==> src/rtl/ccvt_pkg.sv <==
// ----------------------------------------------------------------------------
// ccvt_pkg - shared types and constants of the camera pixel converter
// Pixel struct, source format codes, register indexes and the stage load
// strobes passed from the pipeline control to the datapath units.
// ----------------------------------------------------------------------------
`default_nettype none

package ccvt_pkg;

  // Source format codes held in the color_mode register
  typedef enum logic [1:0] {
    MODE_RGB24 = 2'd0,
    MODE_RGB32 = 2'd1,
    MODE_YUV   = 2'd2
  } color_mode_t;

  // Configuration register indexes
  localparam int unsigned CFG_IDX_W  = 1;
  localparam int unsigned CFG_DATA_W = 2;
  localparam logic [CFG_IDX_W-1:0] CFG_COLOR_MODE  = 1'd0;
  localparam logic [CFG_IDX_W-1:0] CFG_GRAY_ENABLE = 1'd1;

  typedef struct packed {
    logic [7:0] red;
    logic [7:0] green;
    logic [7:0] blue;
  } rgb_t;

  // Load strobes of the decode stages
  typedef struct packed {
    logic s1;
    logic s2;
  } yuv_en_t;

  // Load strobes of the grayscale stages
  typedef struct packed {
    logic s3;
    logic s4;
    logic s5;
  } gray_en_t;

endpackage

`default_nettype wire

==> src/rtl/ccvt_yuv.sv <==
// ----------------------------------------------------------------------------
// ccvt_yuv - pixel decode, stages 1 and 2
// Stage 1 forms the BT.601 constant products; stage 2 shifts, sums, clamps
// and picks the YUV result or the byte reorder.
// ----------------------------------------------------------------------------
`default_nettype none

module ccvt_yuv (
  input  wire logic              clk,
  input  wire ccvt_pkg::yuv_en_t en,
  input  wire logic [1:0]        color_mode,
  input  wire logic [7:0]        sample_a,
  input  wire logic [7:0]        sample_b,
  input  wire logic [7:0]        sample_c,
  output ccvt_pkg::rgb_t         rgb_o
);

  function automatic logic [7:0] clamp8(input logic signed [11:0] v);
    logic [7:0] res;
    if (v < 12'sd0) begin
      res = 8'd0;
    end else if (v > 12'sd255) begin
      res = 8'd255;
    end else begin
      res = v[7:0];
    end
    return res;
  endfunction

  // Stage 1: offsets and constant products
  logic signed [8:0]  y_s;
  logic signed [7:0]  d_s;
  logic signed [7:0]  e_s;
  logic signed [17:0] py_nxt;
  logic signed [16:0] pe409_nxt;
  logic signed [14:0] pd100_nxt;
  logic signed [15:0] pe208_nxt;

  logic [7:0]         a_r, b_r, c_r;
  logic signed [17:0] py_r;
  logic signed [16:0] pe409_r;
  logic signed [14:0] pd100_r;
  logic signed [15:0] pe208_r;

  assign y_s = $signed({1'b0, sample_a}) - 9'sd16;
  assign d_s = $signed({~sample_b[7], sample_b[6:0]});
  assign e_s = $signed({~sample_c[7], sample_c[6:0]});

  assign py_nxt    = $signed({{9{y_s[8]}}, y_s}) * 18'sd298;
  assign pe409_nxt = $signed({{9{e_s[7]}}, e_s}) * 17'sd409;
  assign pd100_nxt = $signed({{7{d_s[7]}}, d_s}) * 15'sd100;
  assign pe208_nxt = $signed({{8{e_s[7]}}, e_s}) * 16'sd208;

  always_ff @(posedge clk) begin
    if (en.s1) begin
      a_r     <= sample_a;
      b_r     <= sample_b;
      c_r     <= sample_c;
      py_r    <= py_nxt;
      pe409_r <= pe409_nxt;
      pd100_r <= pd100_nxt;
      pe208_r <= pe208_nxt;
    end
  end

  // Stage 2: floor shifts by 8 are the upper bits of each product
  logic signed [11:0] alpha_w, e409_w, d100_w, e208_w, d2_w;
  logic signed [11:0] red_w, green_w, blue_w;
  logic [7:0]         d_r;
  ccvt_pkg::rgb_t     rgb_nxt;
  ccvt_pkg::rgb_t     rgb_r;

  assign d_r     = {~b_r[7], b_r[6:0]};
  assign alpha_w = $signed({{2{py_r[17]}}, py_r[17:8]});
  assign e409_w  = $signed({{3{pe409_r[16]}}, pe409_r[16:8]});
  assign d100_w  = $signed({{5{pd100_r[14]}}, pd100_r[14:8]});
  assign e208_w  = $signed({{4{pe208_r[15]}}, pe208_r[15:8]});
  assign d2_w    = $signed({{3{d_r[7]}}, d_r, 1'b0});

  assign red_w   = alpha_w + e409_w;
  assign green_w = alpha_w - d100_w - e208_w;
  assign blue_w  = alpha_w + d2_w;

  always_comb begin
    case (color_mode)
      ccvt_pkg::MODE_YUV: begin
        rgb_nxt.red   = clamp8(red_w);
        rgb_nxt.green = clamp8(green_w);
        rgb_nxt.blue  = clamp8(blue_w);
      end
      ccvt_pkg::MODE_RGB24, ccvt_pkg::MODE_RGB32: begin
        rgb_nxt.red   = c_r;
        rgb_nxt.green = b_r;
        rgb_nxt.blue  = a_r;
      end
      default: begin
        rgb_nxt.red   = c_r;
        rgb_nxt.green = b_r;
        rgb_nxt.blue  = a_r;
      end
    endcase
  end

  always_ff @(posedge clk) begin
    if (en.s2) begin
      rgb_r <= rgb_nxt;
    end
  end

  assign rgb_o = rgb_r;

endmodule

`default_nettype wire

==> src/rtl/ccvt_gray.sv <==
// ----------------------------------------------------------------------------
// ccvt_gray - grayscale weighting, stages 3 to 5
// Stage 3 weights, stage 4 divides each term by 100, stage 5 sums,
// saturates and selects gray or the color pixel.
// ----------------------------------------------------------------------------
`default_nettype none

module ccvt_gray (
  input  wire logic               clk,
  input  wire ccvt_pkg::gray_en_t en,
  input  wire logic               gray_enable,
  input  wire ccvt_pkg::rgb_t     rgb_i,
  output ccvt_pkg::rgb_t          rgb_o
);

  // floor(x / 100) == (x * 5243) >> 19 for x below 43690
  localparam logic [12:0] DIV100_MUL = 13'd5243;

  function automatic logic [7:0] div100(input logic [13:0] x);
    logic [26:0] p;
    p = 27'(x) * 27'(DIV100_MUL);
    return p[26:19];
  endfunction

  // Stage 3: weights
  ccvt_pkg::rgb_t s3_rgb_r;
  logic [12:0]    wr_r;
  logic [13:0]    wg_r;
  logic [11:0]    wb_r;

  always_ff @(posedge clk) begin
    if (en.s3) begin
      s3_rgb_r <= rgb_i;
      wr_r     <= 13'(rgb_i.red)   * 13'd30;
      wg_r     <= 14'(rgb_i.green) * 14'd59;
      wb_r     <= 12'(rgb_i.blue)  * 12'd11;
    end
  end

  // Stage 4: truncated division of each term
  ccvt_pkg::rgb_t s4_rgb_r;
  logic [7:0]     qr_r, qg_r, qb_r;

  always_ff @(posedge clk) begin
    if (en.s4) begin
      s4_rgb_r <= s3_rgb_r;
      qr_r     <= div100(14'(wr_r));
      qg_r     <= div100(wg_r);
      qb_r     <= div100(14'(wb_r));
    end
  end

  // Stage 5: sum, saturate, select
  logic [9:0]     sum_w;
  logic [7:0]     gray_w;
  ccvt_pkg::rgb_t rgb_nxt;
  ccvt_pkg::rgb_t rgb_r;

  assign sum_w  = 10'(qr_r) + 10'(qg_r) + 10'(qb_r);
  assign gray_w = (sum_w > 10'd255) ? 8'd255 : sum_w[7:0];

  always_comb begin
    if (gray_enable) begin
      rgb_nxt.red   = gray_w;
      rgb_nxt.green = gray_w;
      rgb_nxt.blue  = gray_w;
    end else begin
      rgb_nxt = s4_rgb_r;
    end
  end

  always_ff @(posedge clk) begin
    if (en.s5) begin
      rgb_r <= rgb_nxt;
    end
  end

  assign rgb_o = rgb_r;

endmodule

`default_nettype wire

==> src/rtl/camera_pixel_to_rgb24_converter.sv <==
// ----------------------------------------------------------------------------
// camera_pixel_to_rgb24_converter - camera pixel to RGB24 stream converter
// Five-stage pipeline: byte reorder or integer BT.601 YUV decode, then an
// optional 30/59/11 percent grayscale weighting.
// ----------------------------------------------------------------------------
// One pixel enters per item and one RGB24 pixel leaves per item, in order.
// The block takes one item every clock cycle while the output side is ready
// and passes each result through the five register stages (products,
// decode/clamp, weights, divide by 100, gray sum/select). Each stage has
// its own valid bit and a stage loads whenever it is empty or the stage
// after it moves, so bubbles close up and input is taken while a finished
// result waits at the output as long as some stage is empty. Program
// color_mode and gray_enable only while no item is in flight. color_mode 3
// behaves as a plain byte reorder.
// ----------------------------------------------------------------------------
`default_nettype none

module camera_pixel_to_rgb24_converter (
  input  wire logic                          clk,
  input  wire logic                          rst_n,
  // configuration write port
  input  wire logic                          cfg_we,
  input  wire logic [ccvt_pkg::CFG_IDX_W-1:0]  cfg_addr,
  input  wire logic [ccvt_pkg::CFG_DATA_W-1:0] cfg_wdata,
  // input pixel stream
  input  wire logic                          in_tvalid,
  output logic                               in_tready,
  input  wire logic [23:0]                   in_tdata,  // sample_a, sample_b, sample_c
  input  wire logic                          in_tlast,  // frame_end
  // output pixel stream
  output logic                               out_tvalid,
  input  wire logic                          out_tready,
  output logic [23:0]                        out_tdata, // red, green, blue
  output logic                               out_tlast  // frame_last
);

  localparam int unsigned DEPTH = 5;

  // Configuration registers
  logic [1:0] color_mode_r;
  logic       gray_enable_r;

  always_ff @(posedge clk) begin
    if (!rst_n) begin
      color_mode_r  <= ccvt_pkg::MODE_RGB24;
      gray_enable_r <= 1'b0;
    end else if (cfg_we) begin
      case (cfg_addr)
        ccvt_pkg::CFG_COLOR_MODE:  color_mode_r  <= cfg_wdata[1:0];
        ccvt_pkg::CFG_GRAY_ENABLE: gray_enable_r <= cfg_wdata[0];
        default: ;
      endcase
    end
  end

  // Pipeline control: a stage is ready when empty or when the next moves
  logic [DEPTH-1:0] valid_r;
  logic [DEPTH-1:0] last_r;
  logic [DEPTH-1:0] stage_rdy;
  logic [DEPTH-1:0] valid_in;
  logic [DEPTH-1:0] last_in;
  logic [DEPTH-1:0] load;

  assign valid_in = {valid_r[DEPTH-2:0], in_tvalid};
  assign last_in  = {last_r[DEPTH-2:0], in_tlast};

  always_comb begin
    stage_rdy[DEPTH-1] = !valid_r[DEPTH-1] || out_tready;
    for (int k = DEPTH - 2; k >= 0; k--) begin
      stage_rdy[k] = !valid_r[k] || stage_rdy[k+1];
    end
  end

  // Load payload only when a real item moves in
  assign load = stage_rdy & valid_in;

  always_ff @(posedge clk) begin
    if (!rst_n) begin
      valid_r <= '0;
    end else begin
      for (int k = 0; k < DEPTH; k++) begin
        if (stage_rdy[k]) begin
          valid_r[k] <= valid_in[k];
        end
      end
    end
  end

  // Frame mark travels beside the pixel
  always_ff @(posedge clk) begin
    for (int k = 0; k < DEPTH; k++) begin
      if (load[k]) begin
        last_r[k] <= last_in[k];
      end
    end
  end

  ccvt_pkg::yuv_en_t  yuv_en;
  ccvt_pkg::gray_en_t gray_en;
  ccvt_pkg::rgb_t     dec_rgb;
  ccvt_pkg::rgb_t     res_rgb;

  assign yuv_en.s1  = load[0];
  assign yuv_en.s2  = load[1];
  assign gray_en.s3 = load[2];
  assign gray_en.s4 = load[3];
  assign gray_en.s5 = load[4];

  // Stages 1-2: decode to RGB
  ccvt_yuv u_yuv (
    .clk        (clk),
    .en         (yuv_en),
    .color_mode (color_mode_r),
    .sample_a   (in_tdata[7:0]),
    .sample_b   (in_tdata[15:8]),
    .sample_c   (in_tdata[23:16]),
    .rgb_o      (dec_rgb)
  );

  // Stages 3-5: optional grayscale
  ccvt_gray u_gray (
    .clk         (clk),
    .en          (gray_en),
    .gray_enable (gray_enable_r),
    .rgb_i       (dec_rgb),
    .rgb_o       (res_rgb)
  );

  assign in_tready  = stage_rdy[0];
  assign out_tvalid = valid_r[DEPTH-1];
  assign out_tlast  = last_r[DEPTH-1];
  assign out_tdata  = {res_rgb.blue, res_rgb.green, res_rgb.red};

  // An empty output stage means the whole chain can take an item
  a_ready_when_out_empty: assert property (@(posedge clk) disable iff (!rst_n)
    !out_tvalid |-> in_tready)
    else $error("input stalled while output stage is empty");

  // With the output held ready, an accepted item must come out of the last stage
  a_latency: assert property (@(posedge clk) disable iff (!rst_n)
    (in_tvalid && in_tready) ##1 out_tready ##1 out_tready ##1 out_tready
      ##1 out_tready |=> out_tvalid)
    else $error("accepted item did not reach the output in time");

  // Output valid cannot appear from an empty pipeline
  a_no_invented: assert property (@(posedge clk) disable iff (!rst_n)
    (valid_r == '0) && !in_tvalid |=> !out_tvalid)
    else $error("result appeared with no item in flight");

endmodule

`default_nettype wire

==> config.mk <==
export PLATFORM = sky130hd
export DESIGN_NAME = camera_pixel_to_rgb24_converter
export DESIGN_NICKNAME = d
export VERILOG_FILES = /design/src/rtl/ccvt_pkg.sv /design/src/rtl/ccvt_yuv.sv /design/src/rtl/ccvt_gray.sv /design/src/rtl/camera_pixel_to_rgb24_converter.sv
export SDC_FILE = /design/constraint.sdc
export NUM_CORES = 1
export LEC_CHECK = 0
export BUFFER_PORTS_ARGS = -buffer_cell sky130_fd_sc_hd__buf_2
export CORE_MARGIN = 8
export CORE_UTILIZATION = 57
export DETAILED_ROUTE_END_ITERATION = 8
export PLACE_DENSITY = 0.76
export REMOVE_ABC_BUFFERS = 1
export SLEW_MARGIN = 5
export SYNTH_ARGS = -nofsm -noshare
export SYNTH_HDL_FRONTEND = slang
export SYNTH_SLANG_ARGS = --single-unit
==> constraint.sdc <==
create_clock -name clk -period 5.7 [get_ports clk]
set_clock_uncertainty 0.05 [all_clocks]
set_input_delay 0.57 -clock clk [delete_from_list [all_inputs] [get_ports clk]]
set_output_delay 0.57 -clock clk [all_outputs]
set_load 0.005 [all_outputs]
==> summary.txt, run 1 <==
Outcome
  • Status: finished, final reports clean

Drt
  • Iteration-0 DRC Markers: around 670
  • DRC viols: 0
  • Via count: 15200
  • WL/cell: 16.4 µm
  • Antenna viol nets, final: 0
  • Routed WL: 46.0 mm
  • First-pass DRT Iterations: 7
  • Via/cell ratio: approximately 5.4

Clock tree
  • Clk slew on worst S/H paths: ~60 ps
  • CTS buffer count: 24
  • Worst-Skew Late Latency: 530 ps
  • H-Tree Depth: 1
  • Post-cts repair resize count: 0
  • CTS max path bufs: 3
  • CTS tree: yes
  • CTS Sinks: between 200 and 250
  • CTS Hold Bufs: 0
  • Clk root buf: clkbuf_16

Logic synthesis
  • Cell Area, Synth: 23800 µm²
  • Post-synthesis adder-cell area fraction: 45.3%
  • Post-synthesis mux area share: 0.315%
  • XOR/XNOR Fraction of Synth Area: 3.90%
  • Async SR Flop Fraction: 0%
  • Synth area leader: edfxtp_1
  • Post-Synthesis Cells: 2157
  • Largest family of logic cells by synthesized area: adder cells
  • Synth top area cells: edfxtp_1 27%, ha_1 25%, fa_1 20%
  • Share of the synthesized area in the top cell type: a little over a quarter
  • Sequential element share of the synthesized area: 27.8%
  • Netlist cell types: 78
  • Cell with the most instances after synthesis: inv_1
  • Post-synth EDFFs: 215
  • Compound-Gate Fraction of Synth Area: 9.31%
  • Avg Synthesized Cell Area: 11.0 µm²
  • Simple-gate share of the synthesized area: 4.78%
  • Synthesis-stage register bit count: 223
  • Synth Warn #: 0
  • Synth cell count leaders: 534 x inv_1, 485 x ha_1, 236 x fa_1
  • Primary FF master, synth: edfxtp_1

Worst setup path
  • Req. time, crit path: ~6100 ps
  • CP arrival: 5850 ps
  • Reg2reg setup slack: roughly 200 ps
  • R2R Path Start: u_gray.wb_r[10]
  • CP endpoint: u_gray.qb_r[5]
  • CP startpoint: u_gray.wb_r[10]
  • Setup CP Type: flop to flop
  • Cells on worst reg2reg path: 17
  • Startpoint Class: flop
  • Max Fanout on Critical Path: 7
  • Worst setup EP type: flop
  • Worst r2r dst: u_gray.qb_r[5]

STA
  • Fin crit share: 96.5%
  • Worst slew margin: 30.0%
  • Final min period: 5500 ps
  • FMAX: 0.182 GHz
  • Fin. Hold Viols: 0
  • Max-slew violations: 0
  • Setup tns final: 0 ps
  • Unrepaired setup endpoints after global routing: false
  • Worst Tran Pin Value: 1040 ps
  • Setup-failing EPs final: 0

Floorplanning
  • Initial core utilization: 57.3%
  • Top Ports: 60
  • Core area: 41600 µm²
  • Site row count: between 70 and 80
  • Die area: 48600 µm²
  • Die Ht: 220 µm
  • Chip width: around 220 µm

Cells and area
  • Diode count: 0
  • Share of cells above drive strength 1: 6.02%
  • Design area: 25700 µm²
  • Area grow syn2layout: 7.72%
  • Final-stage net count: 2996

Placement
  • Placed cell areas: roughly 25000 µm²
  • RD Place Congestion: ~0.9
  • IO buf count: 59
  • DPL Wire Length: 39.2 mm

Run
  • Maximum capacitance violations: 0

GRT
  • Tot GR Track Use: 19.6%
  • Largest net degree at the start of global routing: 61
  • Initial antenna violation count: 1
  • First-pass GRT wire length: 77.2 mm
  • Vias in the first global route: 16300
  • Gr ovfl total: 0

Hold path
  • Hold Crit Class: primary input to flop
  • Min-delay src: in_tlast
## registers in the layout, summed over array words and instances (netlist names), 10 cells and up
| name | flops |
|---|---|
| u_gray.rgb_o | 24 |
| u_gray.s3_rgb_r | 24 |
| u_gray.s4_rgb_r | 24 |
| u_gray.wb_r | 11 |
| u_gray.wg_r | 13 |
| u_gray.wr_r | 11 |
| u_yuv.pe409_r | 12 |
| u_yuv.py_r | 10 |
| u_yuv.rgb_o | 24 |
## layout by cell type (no fill, tap or decap), types with 10 or more instances in the layout
| cell | count |
|---|---|
| o211ai_1 | 23 |
| o21bai_1 | 24 |
| o22a_1 | 12 |
| a21oi_1 | 113 |
| o21ai_0 | 32 |
| clkbuf_16 | 25 |
| nor2b_1 | 15 |
| xnor2_1 | 71 |
| o21a_1 | 11 |
| buf_4 | 10 |
| a21o_1 | 25 |
| xor2_1 | 35 |
| buf_2 | 59 |
| a211oi_1 | 14 |
| ha_1 | 485 |
| inv_1 | 534 |
| nand3_1 | 14 |
| edfxtp_1 | 215 |
| nor2_1 | 70 |
| fa_1 | 236 |
| nand2_1 | 48 |
| nor3_1 | 23 |
## logic make-up after synthesis
logic type,count (synthesis)
compound gates,326
xor+xnor,106
fa+ha+maj,721
buf+inv,544
flops,223
mux,7
simple gates,230
## metrics by stage
step,util [%],cells,setup WS [ps],hold slack [ps]
after floorplan,-,2147,459,350
after global placement,59.8,2753,402,352
after detailed placement,59.8,2753,256,355
after CTS,61.7,2795,241,138
after global routing,61.7,2797,10.2,142
final,61.7,2797,202,161
## worst min path at each step
stage	cells after the start	end
after floorplan	0	last_r[1]
after global placement	0	last_r[2]
after detailed placement	0	u_gray.s4_rgb_r[13]
after CTS	1	last_r[0]
after global routing	1	last_r[0]
final	1	last_r[0]
## timing repair
action                                 CTS  global route
setup endpoints to repair                0             1
endpoints found under the hold margin    0             0
setup buffers                            0             2
## critical path: stages, from the launching register on
cell and delay [ps]:
edfxtp_1 520, fa_1 620, xor2_1 200, ha_1 290
fa_1 510, fa_1 540, inv_1 50, fa_1 520
inv_1 40, ha_1 290, and3_1 180, a31o_2 240
a21oi_1 260, o32ai_1 160, a21oi_1 210, a21oi_1 160
or4_1 420, nand4_1 100
## layout make-up
| type | count | area, µm² |
|---|---|---|
| Tap cell | 539 | 674 |
| Inverter | 534 | 2000 |
| Clock buffer | 28 | 637 |
| Fill cell | 3313 | 15900 |
| Clock inverter | 14 | 159 |
| Timing Repair Buffer | 69 | 370 |
| Sequential cell | 223 | 6620 |
| Multi-Input combinational cell | 1390 | 15200 |
## per-layer routing
layer  up-vias  track usage, %  share of wire, %
li1       7424               -                 -
met1      7400            25.1                44
met2       285            34.7                49
met3        70            3.14               4.8
met4         0            4.43               2.1
met5         -               0                 0
Power of run 1 is left out: the tool's default activity adds up to more than one toggle a clock period on the data nets, which glitch-free logic cannot reach.
==> run 2: changes to the inputs <==
--- a/config.mk
+++ b/config.mk
@@ -7,10 +7,11 @@
 export LEC_CHECK = 0
 export BUFFER_PORTS_ARGS = -buffer_cell sky130_fd_sc_hd__buf_2
 export CORE_MARGIN = 8
-export CORE_UTILIZATION = 57
+export CORE_UTILIZATION = 28
 export DETAILED_ROUTE_END_ITERATION = 8
-export PLACE_DENSITY = 0.76
+export PLACE_DENSITY = 0.44
 export REMOVE_ABC_BUFFERS = 1
+export SKIP_CTS_REPAIR_TIMING = 1
 export SLEW_MARGIN = 5
 export SYNTH_ARGS = -nofsm -noshare
 export SYNTH_HDL_FRONTEND = slang
==> run 2 against run 1 <==
- design area up 3.9%
- register-to-register slack gained 160 ps
- first-iteration DRC count shrank 34%
- critical path depth unchanged
- non-clock buffer count up 9
- maximum frequency grew 3.0%
- worst hold slack lost 44 ps
- routed wire length increased by 11%
- core utilization decreased by 30 points
- via count shrank 3.0%
- worst setup slack improved by 160 ps
- cell count up 22%
==> summary.txt, run 2 (same netlist as run 1, synthesis figures left out) <==
STA
  • Worst slew margin: 29.3% (-0.65 points)
  • Setup-failing EPs final: 0 (unchanged)
  • Setup tns final: 0 ps (unchanged)
  • Worst Tran Pin Value: 1060 ps (+14.5 ps)
  • Final min period: 5340 ps (-161 ps)
  • Fin crit share: 93.6% (-2.8 points)
  • FMAX: 0.187 GHz (+3.0%)
  • Fin. Hold Viols: 0 (unchanged)
  • Worst setup margin: 363 ps (+161 ps)
  • Unrepaired setup endpoints after global routing: false
  • Max-slew violations: 0 (unchanged)

Floorplanning
  • Core area: 84700 µm² (+100%)
  • Initial core utilization: 28.1% (-29 points)
  • Die area: 94600 µm² (+95%)
  • Chip width: 308 µm (+40%)
  • Die Ht: 308 µm (+40%)
  • Top Ports: 60 (unchanged)
  • Site row count: 107 (+43%)

Placement
  • RD Place Congestion: 0.856 (-6.0%)
  • Placed cell areas: 25600 µm² (+3.1%)
  • Pre-CTS WS: 248 ps (-7.64 ps)
  • DPL Wire Length: 43.8 mm (+12%)
  • IO buf count: 59 (unchanged)

Drt
  • Via/cell ratio: 4.31 (-21%)
  • Via count: 14700 (-3.0%)
  • First-pass DRT Iterations: 4 (-3)
  • Iteration-0 DRC Markers: 442 (-34%)
  • Antenna viol nets, final: 0 (unchanged)
  • WL/cell: 15.0 µm (-8.9%)
  • DRC viols: 0 (unchanged)
  • Routed WL: 51.2 mm (+11%)

GRT
  • Initial antenna violation count: 1 (unchanged)
  • Vias in the first global route: 16000 (-2.3%)
  • Largest net degree at the start of global routing: 61 (unchanged)
  • Gr ovfl total: 0 (unchanged)
  • First-pass GRT wire length: 84.5 mm (+9.5%)
  • Tot GR Track Use: 11.0% (-8.6 points)

Clock tree
  • CTS Sinks: 223 (unchanged)
  • Clk root buf: clkbuf_16
  • Worst-Skew Late Latency: 580 ps (+50 ps)
  • CTS tree: yes
  • CTS max path bufs: 3 (unchanged)
  • H-Tree Depth: 1 (unchanged)
  • Clk slew on worst S/H paths: 60 ps (about the same)
  • CTS buffer count: 29 (+21%)

Cells and area
  • Most frequent cells in the layout: 534 x inv_1, 485 x ha_1, 236 x fa_1, 215 x edfxtp_1, 112 x a21oi_1
  • Area grow syn2layout: 11.9%
  • Most common cell after layout, fill and taps aside: inv_1
  • Diode count: 0 (unchanged)
  • Final-stage net count: 3010 (+0.47%)
  • Fillers: 8643 (+160%)
  • Design area: 26700 µm² (+3.9%)
  • Share of cells above drive strength 1: 6.72% (+0.70 points)

Worst setup path
  • Worst path slowest cell: fa_1
  • Cells on worst reg2reg path: 17 (unchanged)
  • Crit path largest cell delay: 540 ps (-80 ps)
  • R2R Path Start: u_gray.wr_r[6]
  • Bufs and invs on worst path: 4 (+2)
  • Startpoint Class: flop
  • Largest delay contributor family on the critical path: adder cells
  • Sequence of cells on the critical path: inv_1 -> fa_1 -> inv_1 -> fa_1 -> ha_1 -> inv_1 -> fa_1 -> fa_1 -> inv_1 -> ha_1 -> and4_2 -> a2111oi_4 -> o32a_1 -> o211ai_2 -> a41o_1 -> or4_1 -> nand3_1
  • Reg2reg setup slack: 360 ps (+160 ps)
  • CP arrival: 5720 ps (-130 ps)
  • Worst r2r dst: u_gray.qr_r[6]
  • Worst setup EP type: flop
  • Req. time, crit path: 6090 ps (+40 ps)
  • Setup CP Type: flop to flop
  • Max Fanout on Critical Path: 4 (-3)

Hold path
  • Hold path cells: 1 (unchanged)
  • Hold Crit Class: primary input to flop
  • Min-delay src: in_tlast
  • End of the worst hold path: last_r[0]

Outcome
  • Status: finished, final reports clean

Run
  • Maximum capacitance violations: 0 (unchanged)
-- run 2: how the worst max path moves through the flow --
stage	from	endpoint	slack (ps)	depth (start not counted)
floorplan	in_tdata[4]	u_yuv.py_r[17]	460	15
global placement	u_gray.wr_r[6]	u_gray.qr_r[6]	300	17
detailed placement	u_gray.wr_r[6]	u_gray.qr_r[6]	250	17
CTS	u_gray.wb_r[9]	u_gray.qb_r[5]	240	17
global route	u_gray.wr_r[6]	u_gray.qr_r[6]	60	17
finish	u_gray.wr_r[6]	u_gray.qr_r[6]	360	17
-- run 2: metal layers --
layer	wire (µm)	GRT usage (%)
met5	0	0
met4	1040	2.07
met3	1810	1.38
met2	23600	18.5
met1	24800	15.2
-- run 2: cell type report --
type,count,area (µm²),area share [%]
clock inverters,17,173,0.648
flip-flops and latches,223,6620,24.8
multi-input cells,1390,15200,57.1
well taps,1144,1430,5.37
clock buffers,35,779,2.92
repair buffers,78,438,1.64
inverters,534,2000,7.52
-- run 2: through the flow --
step	cells	utilization (%)	hold slack [ps]
after floorplan	2147	-	350
after global placement	3360	30.2	352
after detailed placement	3360	30.2	355
after CTS	3412	31.4	75.8
after global routing	3421	31.5	80.1
final	3421	31.5	117
Power of run 2 is left out for the same reason.
